<file path="config.mk">
export PLATFORM = sky130hd
export DESIGN_NAME = imm_cell
export DESIGN_NICKNAME = d
export VERILOG_FILES = /design/src/rtl/imm_pkg.sv /design/src/rtl/imm_cell.sv
export SDC_FILE = /design/constraint.sdc
export NUM_CORES = 1
export LEC_CHECK = 0
export BUFFER_PORTS_ARGS = -buffer_cell sky130_fd_sc_hd__buf_2
export CORE_AREA = 4 4 234 236
export CTS_CLUSTER_SIZE = 24
export DETAILED_ROUTE_END_ITERATION = 6
export DIE_AREA = 0 0 238 240
export PLACE_DENSITY = 0.74
export SLEW_MARGIN = 20
export SYNTH_ARGS = -nofsm -noshare
export SYNTH_HDL_FRONTEND = slang
export SYNTH_SLANG_ARGS = --single-unit
</file>
<file path="constraint.sdc">
create_clock -name clk -period 10.5 [get_ports clk]
set_input_delay 1.05 -clock clk [delete_from_list [all_inputs] [get_ports clk]]
set_output_delay 1.05 -clock clk [all_outputs]
set_load 0.005 [all_outputs]
</file>
<file path="src/rtl/imm_pkg.sv">
package imm_pkg;

    localparam int MAX_DIM_DEF = 8;
    localparam int IDX_W       = 3;
    localparam int DIM_W       = 4;
    localparam int DATA_W      = 32;

    localparam logic [1:0] REQ_WRITE_A = 2'd0;
    localparam logic [1:0] REQ_WRITE_B = 2'd1;
    localparam logic [1:0] REQ_COMPUTE = 2'd2;

    localparam logic [1:0] CFG_ROWS  = 2'd0;
    localparam logic [1:0] CFG_INNER = 2'd1;
    localparam logic [1:0] CFG_COLS  = 2'd2;

    typedef enum logic [1:0] {
        ST_IDLE,
        ST_FEED,
        ST_DRAIN,
        ST_EMIT
    } state_t;

    // one A element travelling down the cell row
    typedef struct packed {
        logic              valid;
        logic              first;
        logic [IDX_W-1:0]  k;
        logic [DATA_W-1:0] a;
    } link_t;

    // write of one B element into a cell
    typedef struct packed {
        logic              en;
        logic [IDX_W-1:0]  addr;
        logic [DATA_W-1:0] data;
    } bwr_t;

    function automatic logic [DIM_W-1:0] clamp_dim(input logic [DIM_W-1:0] v,
                                                   input int max_dim);
        logic [DIM_W-1:0] r;
        r = v;
        if (v == '0)
        begin
            r = DIM_W'(1);
        end
        else if (int'(v) > max_dim)
        begin
            r = DIM_W'(max_dim);
        end
        return r;
    endfunction

endpackage

</file>
<file path="src/rtl/imm_cell.sv">
module imm_cell #(
    parameter int DEPTH = imm_pkg::MAX_DIM_DEF
) (
    input  logic                         clk,
    input  logic                         rst_n,
    input  imm_pkg::bwr_t                bwr,
    input  imm_pkg::link_t               link_in,
    output imm_pkg::link_t               link_out,
    output logic [imm_pkg::DATA_W-1:0]   acc
);
    import imm_pkg::*;

    localparam int KW = (DEPTH > 1) ? $clog2(DEPTH) : 1;

    // column of B owned by this cell
    logic [DATA_W-1:0] b_mem [DEPTH];

    link_t             link_reg;
    logic [DATA_W-1:0] prod_reg;
    logic              pvalid_reg;
    logic              pfirst_reg;
    logic [DATA_W-1:0] acc_reg;

    always_ff @(posedge clk)
    begin
        if (bwr.en)
        begin
            b_mem[bwr.addr[KW-1:0]] <= bwr.data;
        end
    end

    always_ff @(posedge clk or negedge rst_n)
    begin
        if (!rst_n)
        begin
            link_reg   <= '0;
            pvalid_reg <= 1'b0;
            pfirst_reg <= 1'b0;
        end
        else
        begin
            link_reg   <= link_in;
            pvalid_reg <= link_in.valid;
            pfirst_reg <= link_in.first;
        end
    end

    always_ff @(posedge clk)
    begin
        // low word of the product is all the wrapping sum needs
        prod_reg <= DATA_W'(link_in.a * b_mem[link_in.k[KW-1:0]]);
        if (pvalid_reg)
        begin
            acc_reg <= pfirst_reg ? prod_reg : acc_reg + prod_reg;
        end
    end

    assign link_out = link_reg;
    assign acc      = acc_reg;

endmodule
</file>
Word-level counts from Yosys, hierarchy flattened. Memories as Yosys holds them, arrays and structs flattened. Cells that the tools add are included.

RAM bits: 256. Register bits after elaboration: 101. Output and inout bits: 69. Input port bits: 75. Bits in read-only memories: 0. Bits in latches: 0. Memories kept: 1.

Memories: b_mem (words 8, width 32, read ports 1, clocked after memory_dff 0, wr ports 1, line imm_cell.sv:16) `logic [DATA_W-1:0] b_mem [DEPTH];`.

Bitwise logic cells: 0. Muxes and demuxes: 3. Reductions and logical operators: 0. Div/mod/pow operators: 0. Shift-type cells: 0. $mul: 1. Equal/unequal tests: 0. Order comparisons: 0. Add/subtract/negate cells: 1.

Operator list (count): $add A32 B32 Y32 (1); $mul A32 B32 Y32 (1); $mux W32 (1); $mux W1 (2).

Logic depth before layout (Yosys ltp). Gate-level depths: netlist of the first run.

Depth after elaboration: 2. Gate-level depth with buffers: 34. Depth with buffers taken out: 28.

Worst setup path before layout of the first run. Ideal clock, no wire load.

Path type: input to register. From: in link_in[32] (netlist bit). To: reg prod_reg[31]. Data required time: 10.379 ns. Arrival time: 9.153 ns. Path slack: 1.226 ns. Cell stages on the path: 30. Path through: buf_6 buf_12 buf_6 mux4_2 nand2_1 and2_1 clkbuf_1 clkbuf_1 nor2b_1 fa_1 fa_1 fa_1 inv_1 fa_1 inv_1 fa_1 inv_1 fa_1 inv_1 fa_1 fa_1 ha_1 and3_1 a221o_1 a31o_1 and4_4 or4b_1 a41oi_1 o21ai_0 xnor2_1.

Longest elaborated chain between the ends: 2.

RTL lines: start: declaration (line imm_cell.sv:7) `input imm_pkg::link_t link_in,`; $mem_v2 Z8 W32; $mul A32 B32 Y32 (line imm_cell.sv:51) `prod_reg <= DATA_W'(link_in.a * b_mem[link_in.k[KW-1:0]]);`; end signal: assignment (line imm_cell.sv:51); end: declaration (line imm_cell.sv:19) `logic [DATA_W-1:0] prod_reg;`.

No other way between the ends. A chain may end at the register's enable or synchronous reset.

Worst setup path after layout of the first run. Same ends and word-level chain as after synthesis.

==> results of run 1 <==
[cell usage in the layout (no fill, tap or decap), drive strengths merged, types with 6 or more instances in the layout]
cell / count
edfxtp: 288
fa: 409
nor3: 10
dfxtp: 32
nor2: 60
o21ai: 49
a221oi: 14
nand3: 6
and2: 169
ha: 154
xnor2: 87
dfrtp: 37
inv: 417
a211oi: 7
nand2: 341
xor2: 25
buf: 188
mux4: 49
o21bai: 9
clkbuf: 49
a21oi: 54
clkinv: 10
o21a: 6
nand2b: 8
a21o: 28
mux2i: 34
nor2b: 90
[cells by family after synthesis]
logic type               share of synthesized area
buffers and inverters                       0.0711
XOR/XNOR                                    0.0342
AO/OA/AOI/OAI                               0.0458
adder cells (fa/ha/maj)                      0.339
AND/OR/NAND/NOR                              0.117
multiplexers                                0.0500
flip-flops                                   0.343
[per-layer routing]
metal	vias to the layer above	global-route usage
li1	8388	-
met5	-	0
met4	4	0.101
met3	201	0.0548
met2	804	0.455
met1	9753	0.342
[per-stage QoR]
step / cell area [um^2] / utilization / std cells / setup slack (ns) / hold slack (ns)
5_1_grt: 32600 / 0.621 / 3386 / 0.851 / 0.531
3_5_place_dp: 31200 / 0.595 / 3311 / 0.672 / 0.531
4_1_cts: 32600 / 0.621 / 3384 / 1.29 / 0.516
3_3_place_gp: 31200 / 0.595 / 3311 / 0.869 / 0.517
2_1_floorplan: 29800 / - / 2545 / 1.23 / 0.506
6_report: 32600 / 0.621 / 3388 / 1.28 / 0.523
[cell type report]
type                    count  share of cell area
diodes                      3            0.000230
clock buffers              49              0.0324
clock inverters            24             0.00895
inverters                 411              0.0474
multi-input cells        1668               0.538
flip-flops and latches    357               0.314
well taps                 688              0.0264
repair buffers            188              0.0329
[critical path, stage by stage]
cell and delay (ns):
buf_4 0.47, mux4_2 0.58, nand2_1 0.11, and2_1 0.60, nor2b_1 0.15, fa_1 0.56, inv_1 0.05, fa_1 0.50
fa_1 0.44, fa_1 0.54, inv_1 0.05, fa_1 0.51, inv_1 0.06, fa_1 0.54, inv_1 0.05, fa_1 0.49
fa_1 0.41, ha_1 0.34, and3_1 0.23, a221o_1 0.34, a31o_1 0.22, and4_4 0.21, or4b_1 0.51, a41oi_1 0.30
o21ai_0 0.16, xnor2_1 0.14
[Yosys cell counts, types with 3 or more instances]
cell type | instances | area share
nor3_1 | 10 | 0.0017
o21a_1 | 6 | 0.0015
o21ai_0 | 48 | 0.0081
mux4_2 | 46 | 0.035
nor3b_1 | 5 | 0.0013
nand2b_1 | 8 | 0.0017
o31ai_1 | 5 | 0.0013
o21bai_1 | 9 | 0.0023
clkbuf_1 | 78 | 0.0098
inv_1 | 411 | 0.052
mux4_1 | 3 | 0.0026
nand2_1 | 329 | 0.041
nor2_1 | 58 | 0.0073
a21o_1 | 28 | 0.0071
nand4_1 | 4 | 0.00084
buf_2 | 6 | 0.0010
buf_4 | 7 | 0.0018
o211ai_1 | 3 | 0.00076
nand2_2 | 11 | 0.0023
xnor2_1 | 87 | 0.026
a221oi_2 | 10 | 0.0050
a221oi_1 | 3 | 0.00088
dfxtp_1 | 32 | 0.021
buf_12 | 4 | 0.0027
nor2b_1 | 90 | 0.019
edfxtp_1 | 288 | 0.29
ha_1 | 154 | 0.065
and2_1 | 169 | 0.035
a211oi_1 | 6 | 0.0015
dfrtp_1 | 37 | 0.031
buf_1 | 5 | 0.00063
buf_6 | 6 | 0.0023
mux2i_1 | 33 | 0.011
xor2_1 | 23 | 0.0068
nor4b_1 | 3 | 0.00088
fa_1 | 409 | 0.27
a31oi_1 | 4 | 0.00084
and3_1 | 4 | 0.00084
a21oi_1 | 54 | 0.0091
nand3_1 | 6 | 0.0010
[path summary, 6_finish.rpt]
kind                                end
hold reg to reg                 acc[17]
max in group asynchronous  link_out[33]
setup reg to reg           prod_reg[31]
setup / recovery           prod_reg[31]
min in group asynchronous    pfirst_reg
hold / removal                  acc[17]
==> impl_metrics.py, run 1 <==
metrics = {
    "status": {
        "outcome": "finished clean",
    },
    "die": {
        "dieWidth_um": 238,
        "die-area_mm2": 0.0571,
        "top_level_ports": 144,
        "start_util": 0.568,
        "die_h_um": 240,
        "fp.coreArea_mm2": 0.0524,
        "rows": 84,
    },
    "global_route": {
        "grtUsageTotal": 0.267,
        "antenna_found_initial": 4,
        "grt_pass1_wl_mm": 117,
        "grt_max_degree": 68,
        "grt_pass1_vias": 21200,
        "gr-total-overflow": 0,
    },
    "logic_synthesis": {
        "ys_ff_latch": 357,
        "yosysWarnings": 0,
        "ys.flop_type": "edfxtp_1",
        "async_flop_share": 0.104,
        "syn_area_per_cell_um2": 11.7,
        "syn_area_mm2": 0.0298,
        "seq_area_frac_synth": 0.343,
        "syn_inst": 2545,
        "synth.distinct_cells": 75,
        "syn_nets": 3183,
        "synth_edf_count": 288,
    },
    "route": {
        "met1_length_mm": 28.3,
        "vias": 19200,
        "drt-total-wl_mm": 73.7,
        "drtIter0Drc": 1403,
        "dr_wl_met2_mm": 36.1,
        "ant_nets": 0,
        "met3_length_mm": 6.04,
        "drt_pass1_iterations": 5,
        "maxUsedRoutingLayer": "met5",
        "wire_per_inst_um": 21.8,
        "drc_errors": 0,
        "avgViaCountPerCell": 5.65,
    },
    "placement": {
        "finalWeightedCongestion": 0.911,
        "port_buffers": 143,
        "dp_hpwl_mm": 54.1,
    },
    "hold_path": {
        "hp-start": "prod_reg[17]",
        "hold_depth": 2,
        "hold_path_class": "reg -> reg",
    },
    "finish": {
        "multi_input_area_mm2": 0.0175,
        "largest_register_ffs": 256,
        "fill_cells": 4069,
        "final_layout_size_suffix_gt1_frac": 0.128,
        "nNetsFinal": 3304,
        "register_area_mm2": 0.0102,
        "syn2layout_area_growth_pct": 9.34,
    },
    "cts": {
        "clk_path_buf_depth": 3,
        "ctsHoldBuffers": 0,
        "cts_resized": 0,
        "numCtsBuffers": 40,
        "clock_sinks": 357,
        "clk_root_buffer_cell": "clkbuf_16",
        "cts_setup_buffers": 0,
        "clk_latency_ns": 0.61,
        "cts_tree": "done",
        "path_clk_slew_ns": 0.06,
        "h-tree-depth": 2,
    },
    "worst_setup_path": {
        "crit_start": "link_in[32]",
        "critPathLaunchType": "input pin",
        "r2r.worst_path.cells": 25,
        "cp.required_ns": 10.93,
        "r2r-start": "b_mem[2][2]",
        "worstPathArrival_ns": 9.65,
        "r2r_setup_slack_ns": 1.96,
        "cp-end-kind": "flip-flop",
        "path_class": "in -> reg",
        "path_max_fanout": 30,
    },
    "timing": {
        "setup_violations": 0,
        "fmax_ghz": 0.108,
        "rsz0062_at_grt": "false",
        "period_minus_slack_ns": 9.22,
        "hold_viol": 0,
        "skew_ns": 0.0484,
        "tightest_slew_ns": 1.01,
        "slew_viol_final": 0,
        "final.setup.tns_ns": 0,
        "slew_headroom": 0.328,
        "period_share": 0.878,
    },
    "job": {
        "maxCapViolCount": 0,
    },
}
Power of run 1 is not shown: default switching activity piles up to over one toggle a cycle in this logic, so the estimate is an artifact.
==> run 2: changes to the inputs <==
- clock period: 10.5 -> 10.3 ns (I/O delays scaled with it)
==> run 2 against run 1 <==
Compared with the run above: first-iteration DRC count shrank 2.6%; core utilization shrank 0.13 points; die area is the same; routed wire length grew 0.76%; critical path type unchanged; clock-buffer cell count grew 6; clock skew shrank 0.035 ns.
==> impl_metrics.py, run 2 (synthesis results as in run 1) <==
metrics = {
    "status": {
        "outcome": "finished clean",
    },
    "die": {
        "fp.coreArea_mm2": 0.0524,
        "die_h_um": 240,
        "dieWidth_um": 238,
        "start_util": 0.568,
        "rows": 84,
        "top_level_ports": 144,
        "die-area_mm2": 0.0571,
    },
    "finish": {
        "fill_cells": 4005,
        "final_common_cell": "inv_1",
        "syn2layout_area_growth_pct": 9.11,
        "layout_common_cells": "411 x inv_1, 409 x fa_1, 329 x nand2_1",
        "nNetsFinal": 3306,
        "final_layout_size_suffix_gt1_frac": 0.125,
        "register_area_mm2": 0.0102,
        "multi_input_area_mm2": 0.0175,
        "largest_register_ffs": 256,
    },
    "cts": {
        "path_clk_slew_ns": 0.06,
        "clk_latency_ns": 0.58,
        "h-tree-depth": 2,
        "clock_sinks": 357,
        "cts_resized": 0,
        "ctsHoldBuffers": 0,
        "numCtsBuffers": 39,
        "cts_tree": "done",
        "clk_path_buf_depth": 3,
        "cts_setup_buffers": 0,
        "clk_root_buffer_cell": "clkbuf_16",
    },
    "worst_setup_path": {
        "critPathLaunchType": "input pin",
        "cp.required_ns": 10.75,
        "regToRegEndpoint": "prod_reg[31]",
        "worstPathArrival_ns": 9.61,
        "r2r-start": "b_mem[4][7]",
        "path_max_fanout": 33,
        "r2r.worst_path.cells": 25,
        "r2r_setup_slack_ns": 2.05,
        "cp-end-kind": "flip-flop",
        "cp_common_cell": "fa_1",
        "worst-path-buf-inv": 7,
        "slowest_delay_ns": 0.73,
        "cp_top_family": "adder cells",
        "crit_slowest_cell": "a221oi_2",
        "path_class": "in -> reg",
    },
    "placement": {
        "dp_hpwl_mm": 54.3,
        "port_buffers": 143,
        "place_ws_ns": 0.559,
        "finalWeightedCongestion": 0.929,
    },
    "timing": {
        "skew_ns": 0.0135,
        "rsz0062_at_grt": "false",
        "tightest_slew_ns": 1.00,
        "setup_violations": 0,
        "fmax_ghz": 0.109,
        "hold_viol": 0,
        "slew_viol_final": 0,
        "period_share": 0.890,
        "final.setup.tns_ns": 0,
        "period_minus_slack_ns": 9.17,
        "slew_headroom": 0.333,
        "setup_ws_ns": 1.13,
    },
    "route": {
        "avgViaCountPerCell": 5.66,
        "wire_per_inst_um": 21.9,
        "drtIter0Drc": 1366,
        "ant_nets": 0,
        "drt_pass1_iterations": 7,
        "drt-total-wl_mm": 74.3,
        "drc_errors": 0,
        "vias": 19200,
    },
    "global_route": {
        "grtUsageTotal": 0.267,
        "grt_pass1_wl_mm": 117,
        "gr-total-overflow": 0,
        "grt_pass1_vias": 20800,
        "antenna_found_initial": 5,
        "grt_max_degree": 67,
    },
    "job": {
        "maxCapViolCount": 0,
    },
    "hold_path": {
        "whs_endpoint": "acc[31]",
        "hold_depth": 1,
        "hp-start": "prod_reg[31]",
        "hold_path_class": "reg -> reg",
    },
}
-- run 2: cell types whose count changed in the layout (fill, tap and decap cells not counted), sizes merged --
cell / previous run / this run
clkbuf: 49 / 55
diode: 3 / 1
bufinv: 3 / 2
clkinvlp: 5 / 3
inv: 417 / 413
clkinv: 10 / 9
buf: 188 / 191
-- run 2: metal layers --
| layer | global-route usage | routed length, um | up-vias |
|---|---|---|---|
| li1 | - | - | 8388 |
| met1 | 0.346 | 28900 | 9649 |
| met2 | 0.448 | 35600 | 909 |
| met3 | 0.0517 | 6340 | 222 |
| met4 | 0.106 | 3410 | 4 |
| met5 | 0 | 33 | - |
-- run 2: worst max-delay path by stage --
stage | from | to | slack (ns) | depth (start not counted)
finish | link_in[32] | prod_reg[31] | 1.13 | 27
global route | link_in[32] | prod_reg[31] | 0.74 | 25
CTS | link_in[32] | prod_reg[31] | 1.18 | 25
detailed placement | link_in[32] | prod_reg[31] | 0.56 | 25
global placement | link_in[32] | prod_reg[31] | 0.62 | 27
floorplan | link_in[32] | prod_reg[31] | 1.05 | 30
-- run 2: final cells by class --
class                           instances  share of cell area
Tap cell                              688              0.0265
Clock inverter                         16             0.00593
Inverter                              411              0.0475
Antenna cell                            1           0.0000770
Multi-Input combinational cell       1668               0.539
Clock buffer                           55              0.0328
Sequential cell                       357               0.314
Timing Repair Buffer                  191              0.0336
-- run 2: stage by stage --
step / hold slack (ns) / cell area (um^2) / util / std cells
2_1_floorplan: 0.506 / 29800 / - / 2545
3_3_place_gp: 0.518 / 31200 / 0.596 / 3315
3_5_place_dp: 0.528 / 31200 / 0.596 / 3315
4_1_cts: 0.524 / 32500 / 0.620 / 3386
5_1_grt: 0.538 / 32500 / 0.620 / 3387
6_report: 0.538 / 32500 / 0.620 / 3387
Power of run 2 is left out for the same reason.
